===== config.mk =====
export PLATFORM = sky130hd
export DESIGN_NAME = ambr_table
export DESIGN_NICKNAME = d
export VERILOG_FILES = /design/src/ambr_pkg.sv /design/src/ambr_table.sv
export SDC_FILE = /design/constraint.sdc
export NUM_CORES = 1
export LEC_CHECK = 0
export BUFFER_PORTS_ARGS = -buffer_cell sky130_fd_sc_hd__buf_4
export CAP_MARGIN = 15
export CORE_UTILIZATION = 56
export DETAILED_ROUTE_END_ITERATION = 8
export PLACE_DENSITY = 0.8
export SLEW_MARGIN = 20
export SYNTH_ARGS = -nofsm -noshare
export SYNTH_HDL_FRONTEND = slang
export SYNTH_SLANG_ARGS = --single-unit

===== constraint.sdc =====
create_clock -name clk_i -period 2 [get_ports clk_i]
set_input_delay 0.3 -clock clk_i [delete_from_list [all_inputs] [get_ports clk_i]]
set_output_delay 0.3 -clock clk_i [all_outputs]
set_load 0.005 [all_outputs]

===== src/ambr_pkg.sv =====
// ----------------------------------------------------------------------------
// ambr_pkg
// shared types and constants of the axis move resolver
// ----------------------------------------------------------------------------
package ambr_pkg;

  // fixed field widths of the item channels
  localparam int unsigned ACTION_W = 2;
  localparam int unsigned SLOT_W   = 6;
  localparam int unsigned FIELD_W  = 16;
  localparam int unsigned SIZE_W   = 15;

  // defaults for the top level parameters
  localparam int unsigned AMBR_MAX_COLLIDERS = 64;
  localparam int unsigned AMBR_COORD_BITS    = 16;

  typedef enum logic [ACTION_W-1:0] {
    ACT_LOAD   = 2'd0,
    ACT_SETPOS = 2'd1,
    ACT_MOVE   = 2'd2
  } ambr_action_e;

  typedef enum logic [2:0] {
    ST_CLEAR,
    ST_IDLE,
    ST_SELF,
    ST_PREP,
    ST_PREP2,
    ST_SCAN,
    ST_DRAIN,
    ST_DONE
  } ambr_state_e;

  // status of the shared overlap unit
  typedef struct packed {
    logic hit_x;
    logic hit_y;
    logic busy;
  } ambr_scan_sts_t;

endpackage


===== src/ambr_table.sv =====
// ----------------------------------------------------------------------------
// ambr_table
// collider table memory, one write and one registered read per cycle
// ----------------------------------------------------------------------------
module ambr_table
  import ambr_pkg::*;
#(
  parameter int unsigned DEPTH = AMBR_MAX_COLLIDERS,
  parameter int unsigned WIDTH = 8
) (
  input  logic                     clk_i,
  input  logic                     we_i,
  input  logic [$clog2(DEPTH)-1:0] waddr_i,
  input  logic [WIDTH-1:0]         wdata_i,
  input  logic [$clog2(DEPTH)-1:0] raddr_i,
  output logic [WIDTH-1:0]         rdata_o
);

  logic [WIDTH-1:0] mem_q [DEPTH];

  always_ff @(posedge clk_i) begin
    if (we_i) begin
      mem_q[waddr_i] <= wdata_i;
    end
  end

  always_ff @(posedge clk_i) begin
    rdata_o <= mem_q[raddr_i];
  end

endmodule


======== After elaboration in Yosys (flattened, before gate mapping) ========
Memory sizes are Yosys's and may differ from the RTL's. A register that Yosys moved wholly into a read port is not among the register bits.
Index checks and enable logic that the tools add are counted.
word-level totals
  flip-flop bits (word level) ............. 0
  memory bits (writable) .................. 512
  output and inout bits ................... 8
  logic and storage cells ................. 3
  memories ................................ 1
cells by class
  muxes and demuxes ....................... 2
memory list
  name   words  bits a word  read ports  clocked after Yosys merged registers in  write ports  line              source
  mem_q  64     8            1           1                                        1            ambr_table.sv:19  logic [WIDTH-1:0] mem_q [DEPTH];
operators with widths
  kind     count
  $mux W1  2

======== Depth between registers and ports, before layout ========
  word-level depth ........................ 2
  depth in mapped cells ................... 9
  gate-level depth less buffers ........... 5

======== Worst setup path before layout ========
Ideal clock, no wire load.
  kind .................................... input to register
  start ................................... input port raddr_i[1]
  end ..................................... register rdata_o[3] (read register of mem_q)
  data arrival time ....................... 1.840 ns
  data required time ...................... 1.872 ns
  path slack .............................. 0.032 ns
  stages on the path ...................... 7
  cells stage by stage .................... buf_4 -> buf_2 -> buf_2 -> mux4_2 -> mux4_2 -> o21ai_1 -> o41ai_1
RTL lines
  item             line              source
  start, declared  ambr_table.sv:15  input logic [$clog2(DEPTH)-1:0] raddr_i,
  end, declared    ambr_table.sv:16  output logic [WIDTH-1:0] rdata_o

==> summary.md <==
| Metric | Value |
|---|---|
| Worst hold path startpoint | raddr_i[5] |
| First-pass GRT wire length | between 60000 and 70000 um |
| Final net count | 1141 |
| Critical Path RT | 2.48 ns |
| Post-synthesis sequential area ratio | about 77% |
| Gate Count Post-Synth | 940 |
| Core area | 0.0355 sq mm |
| Avg Inst Size Synth | between 20 and 25 sq um |
| Detailed placer's ending HPWL | 28000 um |
| I/O pin cnt | 30 |
| Main synth FF type | edfxtp_1 |
| Max Cap Viol | 0 |
| Hold Crit Depth | 2 |
| Worst EP arrival | 2.50 ns |
| GR peak layer | met2 |
| Number of remaining DRC errors | 0 |
| Post-Synth XOR/XNOR Area | 0% |
| Sequence of cells on the critical path | clkbuf_8 > buf_12 > buf_4 > mux4_2 > nor2_1 > nor4_1 > nor3_4 > buf_4 > o32ai_1 |
| Syn. warnings | 0 |
| Compound-Gate Fraction of Synth Area | 2.07% |
| Number of fill cells | approximately 2200 |
| Tightest Pin Transition | 0.810 ns |
| Slew Viols, Final | 0 |
| Fmax | 0.494 GHz |
| WHS Endpoint | rdata_o[3]$_DFF_P_ |
| CTS buffer count | 49 |
| Synth Cell Area | between 0.02 and 0.025 sq mm |
| Width of the die | 192 um |
| Final setup fails | 1 |
| Post-Syn Nets | 962 |
| Main combinational cell family by area after synthesis | multiplexers |
| WL per Instance | 28.1 um |
| Non-Filler Instances | 1617 |
| Initial antenna violation count | 1 |
| Die Area | 0.0368 sq mm |
| Pin count of the biggest net entering global routing | 65 |
| GP Congestion | 0.844 |
| Tot Pwr | 21900 uW |
| Post-Synth Adder-Cell Area | 0% |
| TritonCTS clock tree | done |
| Root Buffer | clkbuf_16 |
| Placed cells | 1529 |
| CP most frequent cell | buf_4 |
| Setup CP Type | input pin to flop |
| Drt first pass iters | 6 |
| Row Count | 69 |
| Global-route usage over all layers | 25.6% |
| Relative slew slack | 45.5% |
| Postcts setup bufs | 0 |
| Tcrit/Tclk final | 101% |
| Post-synth EDFFs | 512 |
| R2R Path End | rdata_o[6]$_DFF_P_ |
| Clock Tree Buf Depth | 3 |
| Port buffer count | 29 |
| Worst reg2reg path startpoint | mem_q[29][6]$_DFFE_PP_ |
| M2 GR Usage | around two fifths |
| Starting Density | 56.8% |
| Routed vias | around 10000 |
| Vias in the first global route | 10500 |
| GR Overflow Total | 0 |
| Total Wirelength | 45400 um |
| Reg-to-reg slack, setup | approximately 0.020 ns |
| Worst-path fanout max | 14 |
| Fin. Hold Viols | 0 |
| Setup ws final | -0.0242 ns |
| FFs w/ async S/R, synth | 0% |
| Startpoint type of the worst setup path | input pin |
| Slowest CP cell | nor4_1 |
| # diodes | 0 |
| Worst skew pair latency | 0.58 ns |
| Post-DRT Antenna Nets | 0 |
| CP startpoint | raddr_i[0] |
| Cell area power density | 939 mW/mm^2 |
| Peak supply drop | 0.000785 V |
| Clock transition at path regs | 0.06 ns |
| Clock skew | 0.0253 ns |
| Vias per cell | 6.38 |
| Worst path buffer plus inverter count | 4 |
| Die Y-Extent | around 190 um |
| Failing checks | setup timing |
| Commonest non-fill, non-tap cell in the layout | edfxtp_1 |
| Min-delay worst type | input pin to flop |
| DR iter-0 viols | 1121 |
| H-tree levels | 2 |
| Post-synthesis simple-gate area fraction | 3.39% |
| Final min period | 2.02 ns |
| Crit end category | flop |
| Max incr delay on CP | 0.72 ns |
| Yosys reg bits | 520 |
| Outcome | complete, but fails checks |
| GR Layer Usage met3 | under 10% |
| Worst reg2reg path depth | 6 |
| Delay-heaviest family, CP | simple AND/OR/NAND/NOR gates |
| Sink Count | 520 |
| GRT met1 Usage | 34.4% |
| Post-synth cell types | 40 |
| Leakage power | 0.00762 uW |
| Most used cells in the layout excluding fill and tap cells | 512 x edfxtp_1, 170 x buf_4, 126 x mux4_2, 83 x nor2_1, 49 x clkbuf_16 |
| Proportion of synthesized area in mux cells | 15.9% |
| Share of layout cells above drive strength 1 | 33.1% |
| Area growth syn-to-layout | 15.9% |
[area by class of cell]
cell class | count | area (sq um) | share of cell area [%]
repair buffers | 179 | 1450 | 6.20
multi-input cells | 369 | 4350 | 18.6
flip-flops and latches | 520 | 15500 | 66.5
well taps | 461 | 577 | 2.47
clock buffers | 60 | 1270 | 5.42
clock inverters | 28 | 195 | 0.835
[flip-flops by register name, summed over array words and instances (netlist names)]
name,count
rdata_o,8
mem_q,512
[worst register-to-register path, stage by stage (launching register included)]
cell and delay, ns:
edfxtp_1 0.36, mux4_2 0.50, mux2_4 0.28, o221a_4 0.28, nor3_4 0.18, buf_4 0.17
o32ai_1 0.08
[worst max-delay path by stage]
stage / slack, ns / cells past startpoint / to
after detailed placement: -0.40 / 8 / rdata_o[5]$_DFF_P_
final: -0.02 / 9 / rdata_o[6]$_DFF_P_
after floorplan: 0.03 / 7 / rdata_o[3]$_DFF_P_
after global routing: -0.05 / 9 / rdata_o[6]$_DFF_P_
after global placement: -0.33 / 6 / rdata_o[5]$_DFF_P_
after CTS: 0.006 / 6 / rdata_o[6]$_DFF_P_
[Yosys cell counts (4+ instances only)]
master / count / share of area [%]
mux2_2: 13 / 0.73
a221oi_1: 6 / 0.26
nand2b_1: 7 / 0.22
clkbuf_1: 17 / 0.32
buf_1: 4 / 0.074
nand2_1: 19 / 0.35
edfxtp_1: 512 / 76
nand3_1: 13 / 0.32
dfxtp_1: 8 / 0.79
o221ai_1: 8 / 0.35
a211oi_1: 4 / 0.15
mux2i_1: 23 / 1.1
nor2b_1: 14 / 0.43
o22ai_1: 8 / 0.25
nor3_1: 7 / 0.17
nor2_1: 83 / 1.5
mux4_2: 126 / 14
buf_6: 4 / 0.22
buf_4: 13 / 0.48
buf_2: 11 / 0.27
[layer usage]
metal	vias up	wire length (um)
met1	5336	16800
met5	-	11
met2	604	22400
met3	100	4530
li1	4279	-
met4	2	1620
[kinds of logic after synthesis]
family,after synthesis
and+or+nand+nor,153
buffers and inverters,51
DFF,520
muxes,162
AOI/OAI and AO/OA,54
[stage by stage]
stage / instance area, sq um / hold slack, ns / setup WS [ns] / util [%] / TNS, ns
final: 23400 / 0.101 / -0.0242 / 65.9 / -0.0242
after global routing: 23400 / 0.101 / -0.0492 / 65.9 / -0.0492
after CTS: 23300 / 0.0701 / 0.00640 / 65.8 / 0
after detailed placement: 21900 / 0.672 / -0.397 / 61.7 / -2.55
after global placement: 21900 / 0.661 / -0.327 / 61.7 / -2.19
after floorplan: 20200 / 0.399 / 0.0323 / - / 0
[power by group]
group | switching (uW) | internal (uW)
Sequential | 46.7 | 12100
Combinational | 722 | 534
Clock | 3820 | 4760
[repair_timing]
action | 4_1_cts | 5_1_grt
gates resized for setup | 2 | 5
pin swaps | 0 | 1
hold buffers | 0 | 0
endpoints found under the setup margin | 2 | 3
hold endpoints to repair | 0 | 0
Power figures use the tool's default switching activity.
