==> src/ambr_pkg.sv <==
// ----------------------------------------------------------------------------
// ambr_pkg
// shared types and constants of the axis move resolver
// ----------------------------------------------------------------------------
package ambr_pkg;

  // fixed field widths of the item channels
  localparam int unsigned ACTION_W = 2;
  localparam int unsigned SLOT_W   = 6;
  localparam int unsigned FIELD_W  = 16;
  localparam int unsigned SIZE_W   = 15;

  // defaults for the top level parameters
  localparam int unsigned AMBR_MAX_COLLIDERS = 64;
  localparam int unsigned AMBR_COORD_BITS    = 16;

  typedef enum logic [ACTION_W-1:0] {
    ACT_LOAD   = 2'd0,
    ACT_SETPOS = 2'd1,
    ACT_MOVE   = 2'd2
  } ambr_action_e;

  typedef enum logic [2:0] {
    ST_CLEAR,
    ST_IDLE,
    ST_SELF,
    ST_PREP,
    ST_PREP2,
    ST_SCAN,
    ST_DRAIN,
    ST_DONE
  } ambr_state_e;

  // status of the shared overlap unit
  typedef struct packed {
    logic hit_x;
    logic hit_y;
    logic busy;
  } ambr_scan_sts_t;

endpackage

==> src/ambr_overlap_unit.sv <==
// ----------------------------------------------------------------------------
// ambr_overlap_unit
// shared overlap tester, one table entry per cycle against both trials
// ----------------------------------------------------------------------------
module ambr_overlap_unit
  import ambr_pkg::*;
#(
  parameter int unsigned COORD_BITS = AMBR_COORD_BITS,
  parameter int unsigned SUM_W      = 19
) (
  input  logic                         clk_i,
  input  logic                         rst_ni,
  input  logic                         clear_i,
  input  logic                         ent_vld_i,
  input  logic signed [COORD_BITS-1:0] ent_x_i,
  input  logic signed [COORD_BITS-1:0] ent_y_i,
  input  logic [SIZE_W-1:0]            ent_w_i,
  input  logic [SIZE_W-1:0]            ent_h_i,
  // x trial edges
  input  logic signed [SUM_W-1:0]      tx0_i,
  input  logic signed [SUM_W-1:0]      tx1_i,
  // y trial edges
  input  logic signed [SUM_W-1:0]      ty0_i,
  input  logic signed [SUM_W-1:0]      ty1_i,
  // unshifted edges
  input  logic signed [SUM_W-1:0]      ox0_i,
  input  logic signed [SUM_W-1:0]      ox1_i,
  input  logic signed [SUM_W-1:0]      oy0_i,
  input  logic signed [SUM_W-1:0]      oy1_i,
  output ambr_scan_sts_t               sts_o
);

  // stage 1: entry edges
  logic                    s1_vld_q;
  logic signed [SUM_W-1:0] ex0_q, ex1_q, ey0_q, ey1_q;
  logic signed [SUM_W-1:0] ex0_d, ey0_d;
  logic                    hit_x_q, hit_y_q;
  logic                    ov_x, ov_y;

  assign ex0_d = SUM_W'(ent_x_i);
  assign ey0_d = SUM_W'(ent_y_i);

  always_ff @(posedge clk_i or negedge rst_ni) begin
    if (!rst_ni) begin
      s1_vld_q <= 1'b0;
    end else begin
      s1_vld_q <= ent_vld_i && (ent_w_i != '0) && (ent_h_i != '0);
    end
  end

  always_ff @(posedge clk_i) begin
    ex0_q <= ex0_d;
    ey0_q <= ey0_d;
    ex1_q <= ex0_d + $signed(SUM_W'(ent_w_i));
    ey1_q <= ey0_d + $signed(SUM_W'(ent_h_i));
  end

  // stage 2: strict overlap of both trials
  assign ov_x = (tx0_i < ex1_q) && (ex0_q < tx1_i) && (oy0_i < ey1_q) && (ey0_q < oy1_i);
  assign ov_y = (ox0_i < ex1_q) && (ex0_q < ox1_i) && (ty0_i < ey1_q) && (ey0_q < ty1_i);

  always_ff @(posedge clk_i or negedge rst_ni) begin
    if (!rst_ni) begin
      hit_x_q <= 1'b0;
      hit_y_q <= 1'b0;
    end else if (clear_i) begin
      hit_x_q <= 1'b0;
      hit_y_q <= 1'b0;
    end else if (s1_vld_q) begin
      hit_x_q <= hit_x_q | ov_x;
      hit_y_q <= hit_y_q | ov_y;
    end
  end

  assign sts_o.hit_x = hit_x_q;
  assign sts_o.hit_y = hit_y_q;
  assign sts_o.busy  = s1_vld_q;

endmodule

==> config.mk <==
export PLATFORM = sky130hd
export DESIGN_NAME = ambr_overlap_unit
export DESIGN_NICKNAME = d
export VERILOG_FILES = /design/src/ambr_pkg.sv /design/src/ambr_overlap_unit.sv
export SDC_FILE = /design/constraint.sdc
export NUM_CORES = 1
export LEC_CHECK = 0
export BUFFER_PORTS_ARGS = -buffer_cell sky130_fd_sc_hd__buf_2
export CAP_MARGIN = 10
export CORE_AREA = 5 5 100 139
export DETAILED_ROUTE_END_ITERATION = 8
export DIE_AREA = 0 0 105 144
export GPL_TIMING_DRIVEN = 0
export PLACE_DENSITY = 0.89
export RECOVER_POWER = 25
export SLEW_MARGIN = 20
export SYNTH_ARGS = -nofsm -noshare
export SYNTH_HDL_FRONTEND = slang
export SYNTH_SLANG_ARGS = --single-unit
==> constraint.sdc <==
create_clock -name clk_i -period 2.6 [get_ports clk_i]
set_input_delay 0.13 -clock clk_i [delete_from_list [all_inputs] [get_ports clk_i]]
set_output_delay 0.13 -clock clk_i [all_outputs]
set_load 0.02 [all_outputs]
* Word-level counts from Yosys, hierarchy flattened
Index checks and enable logic that the tools add are counted.
Storage, ports and cells: register bits after elaboration 69, bits of input ports 218, output and inout port bits 3, logic and storage cells 34
Cells by class: add/sub/neg operators 2, magnitude comparators 8, mux-type cells 4, bitwise operators 2, reductions and logical operators 11
Operators with widths (number):
- 16-bit by 19-bit less-than comparator with 1-bit output | 4
- 19-bit by 17-bit less-than comparator with 1-bit output | 4
- 16-bit by 16-bit adder with 17-bit output | 2
- 15-bit nonzero test | 2
- 1-bit logical AND | 8
- 1-bit 2-to-1 mux | 4
- 1-bit OR | 2
- 2-bit nonzero test | 1

* Longest topological paths before layout
Gate-level depths: netlist of run 1.
depth after elaboration 7, mapped depth 10

* Worst setup path before layout of run 1
OpenSTA, ideal clock, no wires.
path kind register to register, start point reg ey0_q[15] (netlist name), end point reg hit_y_q, arrival 1.997 ns, slack 0.493 ns, stages on the path, launching flop included 8, period minus slack after synthesis 2.107 ns, cell sequence dfxtp_1 -> ha_1 -> a21o_1 -> a2111oi_2 -> a21oi_1 -> a2111oi_2 -> o41ai_1 -> o41ai_1
On the way: word-level cells in the longest chain between the ends 5
RTL lines:
- 16-bit by 19-bit less-than comparator with 1-bit output | line ambr_overlap_unit.sv:60 | assign ov_y = (ox0_i < ex1_q) && (ex0_q < ox1_i) && (ty0_i < ey1_q) && (ey0_q < ty1_i);
- 1-bit logical AND | line ambr_overlap_unit.sv:60
- 1-bit OR | line ambr_overlap_unit.sv:71 | hit_y_q <= hit_y_q | ov_y;
- 1-bit 2-to-1 mux | line ambr_overlap_unit.sv:69 | end else if (s1_vld_q) begin
- 1-bit 2-to-1 mux | line ambr_overlap_unit.sv:66 | end else if (clear_i) begin
- end signal, assigned | line ambr_overlap_unit.sv:71
- end, declared | line ambr_overlap_unit.sv:37 | logic hit_x_q, hit_y_q;
No other way between the ends. The select of a mux whose other input is x is not followed. A chain may end at the register's enable or synchronous reset.

* Final worst setup path of run 1
start point in ent_y_i[0], end point reg ey1_q[16] (netlist name)
On the way: word-level cells in the longest chain between the ends 1
RTL lines:
- start, declared | line ambr_overlap_unit.sv:16 | input logic signed [COORD_BITS-1:0] ent_y_i,
- 16-bit by 16-bit adder with 17-bit output | line ambr_overlap_unit.sv:55 | ey1_q <= ey0_d + $signed(SUM_W'(ent_h_i));
No other way between the ends.

==> results of run 1 <==
cell type report:
class	count	area [sq um]
clock buffer	13	272
clock inverter	3	65.1
timing repair buffer	253	1410
multi-input combinational	542	4440
inverter	130	488
tap	153	191
buffer	3	22.5
sequential	69	1400
fill	1028	4340
sequential cells by signal, summed over array words and instances, names as in the netlist:
| name | flops |
|---|---|
| ex1_q | 17 |
| hit_x_q | 1 |
| s1_vld_q | 1 |
| ey1_q | 17 |
| ey0_q | 16 |
| hit_y_q | 1 |
| ex0_q | 16 |
metal layers:
layer,vias up,track usage
met4,2,0.149
li1,3202,-
met5,-,0
met1,2963,0.228
met2,262,0.495
met3,70,0.0545
final timing paths:
| check | from | to | slack [ns] | cells past startpoint |
|---|---|---|---|---|
| setup / recovery | ent_y_i[0] | ey1_q[16] | 0.07 | 12 |
| hold / removal | clear_i | hit_x_q | 0.04 | 2 |
| setup reg to reg | ey1_q[8] | hit_y_q | 0.30 | 9 |
| hold reg to reg | hit_y_q | hit_y_q | 0.50 | 2 |
| max in group asynchronous | rst_ni | hit_x_q | 2.25 | 2 |
| min in group asynchronous | rst_ni | hit_y_q | 0.19 | 2 |
cells in the mapped netlist, types with 4 or more instances:
cell	number	area, sq um
o21bai_1	4	30.0
a211oi_1	11	82.6
o311ai_1	6	52.6
a21o_1	19	143
inv_1	129	484
nand2_1	34	128
nand4_1	12	75.1
dfxtp_1	66	1320
a21oi_1	57	285
o21a_1	5	37.5
ha_1	174	2180
and4_1	4	35.0
a21boi_1	4	30.0
nor3_1	9	45.0
nor2_1	28	105
xnor2_1	20	175
o221ai_1	4	35.0
o31a_1	4	35.0
nor4_1	9	56.3
o21ai_0	20	100
nand2b_1	5	31.3
nor2b_1	12	75.1
and2_1	5	31.3
a31oi_1	12	75.1
nand3_1	16	80.1
o21ai_1	22	110
worst max-delay path, cell delays in order:
cell	delay (ns)
dlygate4sd3_1	0.56
buf_2	0.13
ha_1	0.19
inv_1	0.07
fa_1	0.41
nor2b_1	0.13
o21ai_1	0.08
a21boi_1	0.25
o31a_1	0.26
o21ai_1	0.16
o221ai_1	0.27
nor3b_1	0.08
timing repair:
action / CTS / global route
endpoints found under the setup margin: 0 / 1
setup buffers: 0 / 0
hold buffers: 33 / 0
hold endpoints to repair: 35 / 0
resized for setup: 0 / 2
cells by family after synthesis:
kind of cell               synth area share
adders and majority gates             0.349
buffers and inverters                0.0804
and+or+nand+nor                       0.119
AOI/OAI and AO/OA                     0.200
muxes                               0.00158
DFF                                   0.220
xor gates and xnor gates             0.0303
where the power goes:
group / switching [uW] / internal [uW]
Sequential: 47.0 / 1190
Clock: 428 / 923
Combinational: 779 / 678
Total: 1250 / 2790
metrics by stage:
stage | hold slack, ns | setup WS (ns) | total power [uW]
2_1_floorplan | -0.166 | 0.493 | 2170
3_3_place_gp | -0.0707 | 0.249 | 2580
3_5_place_dp | -0.0678 | 0.223 | 2650
4_1_cts | 0.0276 | 0.154 | 4050
5_1_grt | 0.0356 | 0.0130 | 4330
6_report | 0.0365 | 0.0726 | 4050
==> impl_metrics.env, run 1 <==
export IMPL_setup_tns_ns=0
export IMPL_yosysWarnings=0
export IMPL_n_antenna_cell=0
export IMPL_dp_hpwl_microns=16300
export IMPL_die_area_sq_mm=0.0151
export IMPL_synth_fp_nets=1138
export IMPL_cap_violations=0
export IMPL_critPathKind="in2reg"
export IMPL_worst_path_max_fanout=3
export IMPL_postLayoutCellArea_sq_mm=0.00829
export IMPL_status="finished, final reports clean"
export IMPL_setup_viol=0
export IMPL_ys_types=58
export IMPL_netlist_instances=744
export IMPL_worst_slew_pin_slew_ns=0.524
export IMPL_ant_nets=0
export IMPL_grt_pass1_wl_microns=30400
export IMPL_place_congestion=0.944
export IMPL_synth_flop_cell="dfxtp_1"
export IMPL_cts_buffers=9
export IMPL_worstPathArrival_ns=2.73
export IMPL_synth_yosys_seq_area_share=0.220
export IMPL_drt_total_wl_microns=19300
export IMPL_finalCritPeriodShare=0.972
export IMPL_final_cell_mix="204 x buf_2, 174 x ha_1, 129 x inv_1"
export IMPL_synth_edf_count=0
export IMPL_dpl_cell_area_sq_mm=0.00764
export IMPL_wl_met3_microns=1220
export IMPL_dr_total_vias=6499
export IMPL_fin_skew_ns=0.00515
export IMPL_min_path_type="in2reg"
export IMPL_htree_levels=3
export IMPL_wl_met1_microns=6540
export IMPL_num_rows=49
export IMPL_grt_total_usage=0.249
export IMPL_die_y_microns=144
export IMPL_worstSkewPairLatency_ns=0.32
export IMPL_critical_path_required_ns=2.80
export IMPL_start_util=0.503
export IMPL_synthArstFlopShare=0.0435
export IMPL_drc=0
export IMPL_wl_met2_microns=10400
export IMPL_wl_per_cell_microns=16.5
export IMPL_p_leak_uw=0.00451
export IMPL_period_minus_slack_ns=2.53
export IMPL_grt_overflow_total=0
export IMPL_portBuffers=220
export IMPL_max_freq_mhz=396
export IMPL_startpoint_type="input pin"
export IMPL_clock_path_buffers=2
export IMPL_ir_drop_mv=0.296
export IMPL_slew_headroom=0.647
export IMPL_finalHoldViolCount=0
export IMPL_highest_layer="met5"
export IMPL_fin_util=0.657
export IMPL_drive_above_1_share=0.225
export IMPL_place_inst=1117
export IMPL_via_per_inst=5.57
export IMPL_cts_tree="yes"
export IMPL_coreArea_sq_mm=0.0126
export IMPL_drt_initial_drc_count=190
export IMPL_p_per_area_mw_per_mm2=488
export IMPL_syn_to_final_growth_pct=30.6
export IMPL_avgSynthCellArea_sq_um=8.54
export IMPL_clock_root_buffer="clkbuf_16"
export IMPL_final_cells=1166
export IMPL_cp_end_kind="register"
export IMPL_clkTransAtPathRegs_ns=0.05
export IMPL_synth_seq_cells=69
export IMPL_dr_pass1_iters=5
export IMPL_report_final_slew_viol_count=0
export IMPL_clock_sink_count=69
export IMPL_nNetsFinal=1402
export IMPL_pin_count=221
export IMPL_synth_area_sq_mm=0.00635
export IMPL_grt_pass1_vias=6936
export IMPL_mostFrequentLayoutCell="buf_2"
export IMPL_die_w_microns=105
export IMPL_grt_max_degree=12
export IMPL_antenna_found_initial=1
export IMPL_rsz0062_at_grt="no"
Note: power is estimated with default switching activity, not from simulation.
==> run 2, diff against run 1 <==
Settings changed: PLACE_DENSITY 0.89 to 0.86.
Clock period 2.6 ns to 2.5 ns, I/O delays scaled along.
==> run 2 against run 1 <==
Against the previous run: die area did not move; wire length decreased by 3.7%; total power up 3.7%; via count decreased by 1.8%; cell count is the same; utilization rose by 0.089 points; sequential power increased by 4%; sequential share of layout area is essentially flat; clock skew rose by 0.0035 ns; clock-buffer cell count did not move; final area up 0.14%; critical path depth stayed put; critical path type unchanged; largest cell class unchanged.
==> impl_metrics.env, run 2 (same netlist as run 1, synthesis figures left out) <==
export IMPL_status="finished, final reports clean"
export IMPL_finalHoldViolCount=0
export IMPL_reg_top3="ex1_q x17, ey1_q x17"
export IMPL_postLayoutCellArea_sq_mm=0.00830
export IMPL_clock_root_buffer="clkbuf_16"
export IMPL_final_cell_mix="205 x buf_2, 174 x ha_1, 129 x inv_1"
export IMPL_die_y_microns=144
export IMPL_fin_ws_ns=0.0708
export IMPL_critPathKind="in2reg"
export IMPL_start_util=0.503
export IMPL_die_w_microns=105
export IMPL_cap_violations=0
export IMPL_period_minus_slack_ns=2.43
export IMPL_num_rows=49
export IMPL_antenna_found_initial=0
export IMPL_dr_pass1_iters=4
export IMPL_worstPathArrival_ns=2.64
export IMPL_min_path_cells=2
export IMPL_mostFrequentLayoutCell="buf_2"
export IMPL_grt_pass1_vias=6689
export IMPL_r2r_cells=9
export IMPL_via_per_inst=5.47
export IMPL_ant_nets=0
export IMPL_postCtsSetupRepairBufs=0
export IMPL_worst_path_max_fanout=3
export IMPL_grt_pass1_wl_microns=29700
export IMPL_portBuffers=220
export IMPL_n_fill_cell=1056
export IMPL_startpoint_type="input pin"
export IMPL_critical_path_required_ns=2.71
export IMPL_clkTransAtPathRegs_ns=0.06
export IMPL_drc=0
export IMPL_grt_total_usage=0.243
export IMPL_worst_slew_pin_slew_ns=0.546
export IMPL_setup_tns_ns=0
export IMPL_dr_total_vias=6383
export IMPL_fin_skew_ns=0.00863
export IMPL_coreArea_sq_mm=0.0126
export IMPL_rsz0062_at_grt="yes"
export IMPL_drive_above_1_share=0.228
export IMPL_min_path_type="in2reg"
export IMPL_drt_initial_drc_count=170
export IMPL_final_cells=1166
export IMPL_wl_per_cell_microns=15.9
export IMPL_dpl_cell_area_sq_mm=0.00764
export IMPL_fin_util=0.658
export IMPL_place_congestion=0.868
export IMPL_cts_tree="yes"
export IMPL_cts_buffers=9
export IMPL_finalCritPeriodShare=0.972
export IMPL_syn_to_final_growth_pct=30.8
export IMPL_grt_max_degree=12
export IMPL_place_inst=1117
export IMPL_nNetsFinal=1402
export IMPL_seqCellArea_sq_mm=0.00140
export IMPL_die_area_sq_mm=0.0151
export IMPL_grt_overflow_total=0
export IMPL_slew_headroom=0.633
export IMPL_p_per_area_mw_per_mm2=505
export IMPL_max_freq_mhz=412
export IMPL_setup_viol=0
export IMPL_ir_drop_mv=0.371
export IMPL_pin_count=221
export IMPL_cp_end_kind="register"
export IMPL_dp_slack_ns=0.124
export IMPL_n_antenna_cell=0
export IMPL_dp_hpwl_microns=15800
export IMPL_drt_total_wl_microns=18600
export IMPL_p_leak_uw=0.00451
export IMPL_htree_levels=3
export IMPL_multi_input_area_sq_mm=0.00446
export IMPL_clock_path_buffers=2
export IMPL_clock_sink_count=69
export IMPL_report_final_slew_viol_count=0
export IMPL_worstSkewPairLatency_ns=0.33
run 2: area by class of cell:
class | instances | area share
clock inverters | 3 | 0.00783
clock buffers | 13 | 0.0327
multi-input cells | 542 | 0.537
flip-flops and latches | 69 | 0.168
inverters | 130 | 0.0588
well taps | 153 | 0.0231
repair buffers | 253 | 0.170
plain buffers | 3 | 0.00271
run 2: where the power goes:
part	internal (uW)	total (uW)	switching, uW
Clock	960	1410	453
Combinational	705	1500	793
Sequential	1240	1290	47.5
Total	2900	4200	1290
run 2: timing repair:
action / in CTS / in global routing
endpoints found under the hold margin: 35 / 0
resized for setup: 0 / 4
setup endpoints to repair: 0 / 5
hold buffers: 33 / 0
run 2: final timing paths:
kind / start / to / slack, ns
max in group asynchronous: rst_ni / hit_y_q / 2.14
min: ent_h_i[0] / ey1_q[0] / 0.02
max reg2reg: ex1_q[12] / hit_x_q / 0.19
min reg2reg: hit_y_q / hit_y_q / 0.50
max: ent_y_i[0] / ey1_q[16] / 0.07
min in group asynchronous: rst_ni / hit_x_q / 0.20
run 2: critical path: stages:
cell,delay (ns)
dlygate4sd3_1,0.52
clkbuf_1,0.13
ha_1,0.23
inv_1,0.08
fa_1,0.40
nor2b_1,0.13
o21ai_1,0.09
a21boi_2,0.20
o31a_1,0.28
o21ai_2,0.12
o221ai_1,0.24
nor3b_1,0.08
run 2: per-layer routing:
| metal | routed length, microns | up-vias | track usage |
|---|---|---|---|
| met5 | 0 | - | 0 |
| met4 | 948 | 0 | 0.133 |
| met3 | 1160 | 69 | 0.0478 |
| met2 | 9970 | 246 | 0.485 |
| met1 | 6480 | 2858 | 0.228 |
| li1 | - | 3210 | - |
run 2: stage by stage:
step | hold WS [ns] | total power, uW
3_3_place_gp | -0.0764 | 2690
4_1_cts | 0.0121 | 4210
5_1_grt | 0.0270 | 4500
6_report | 0.0190 | 4200
2_1_floorplan | -0.171 | 2260
3_5_place_dp | -0.0754 | 2740
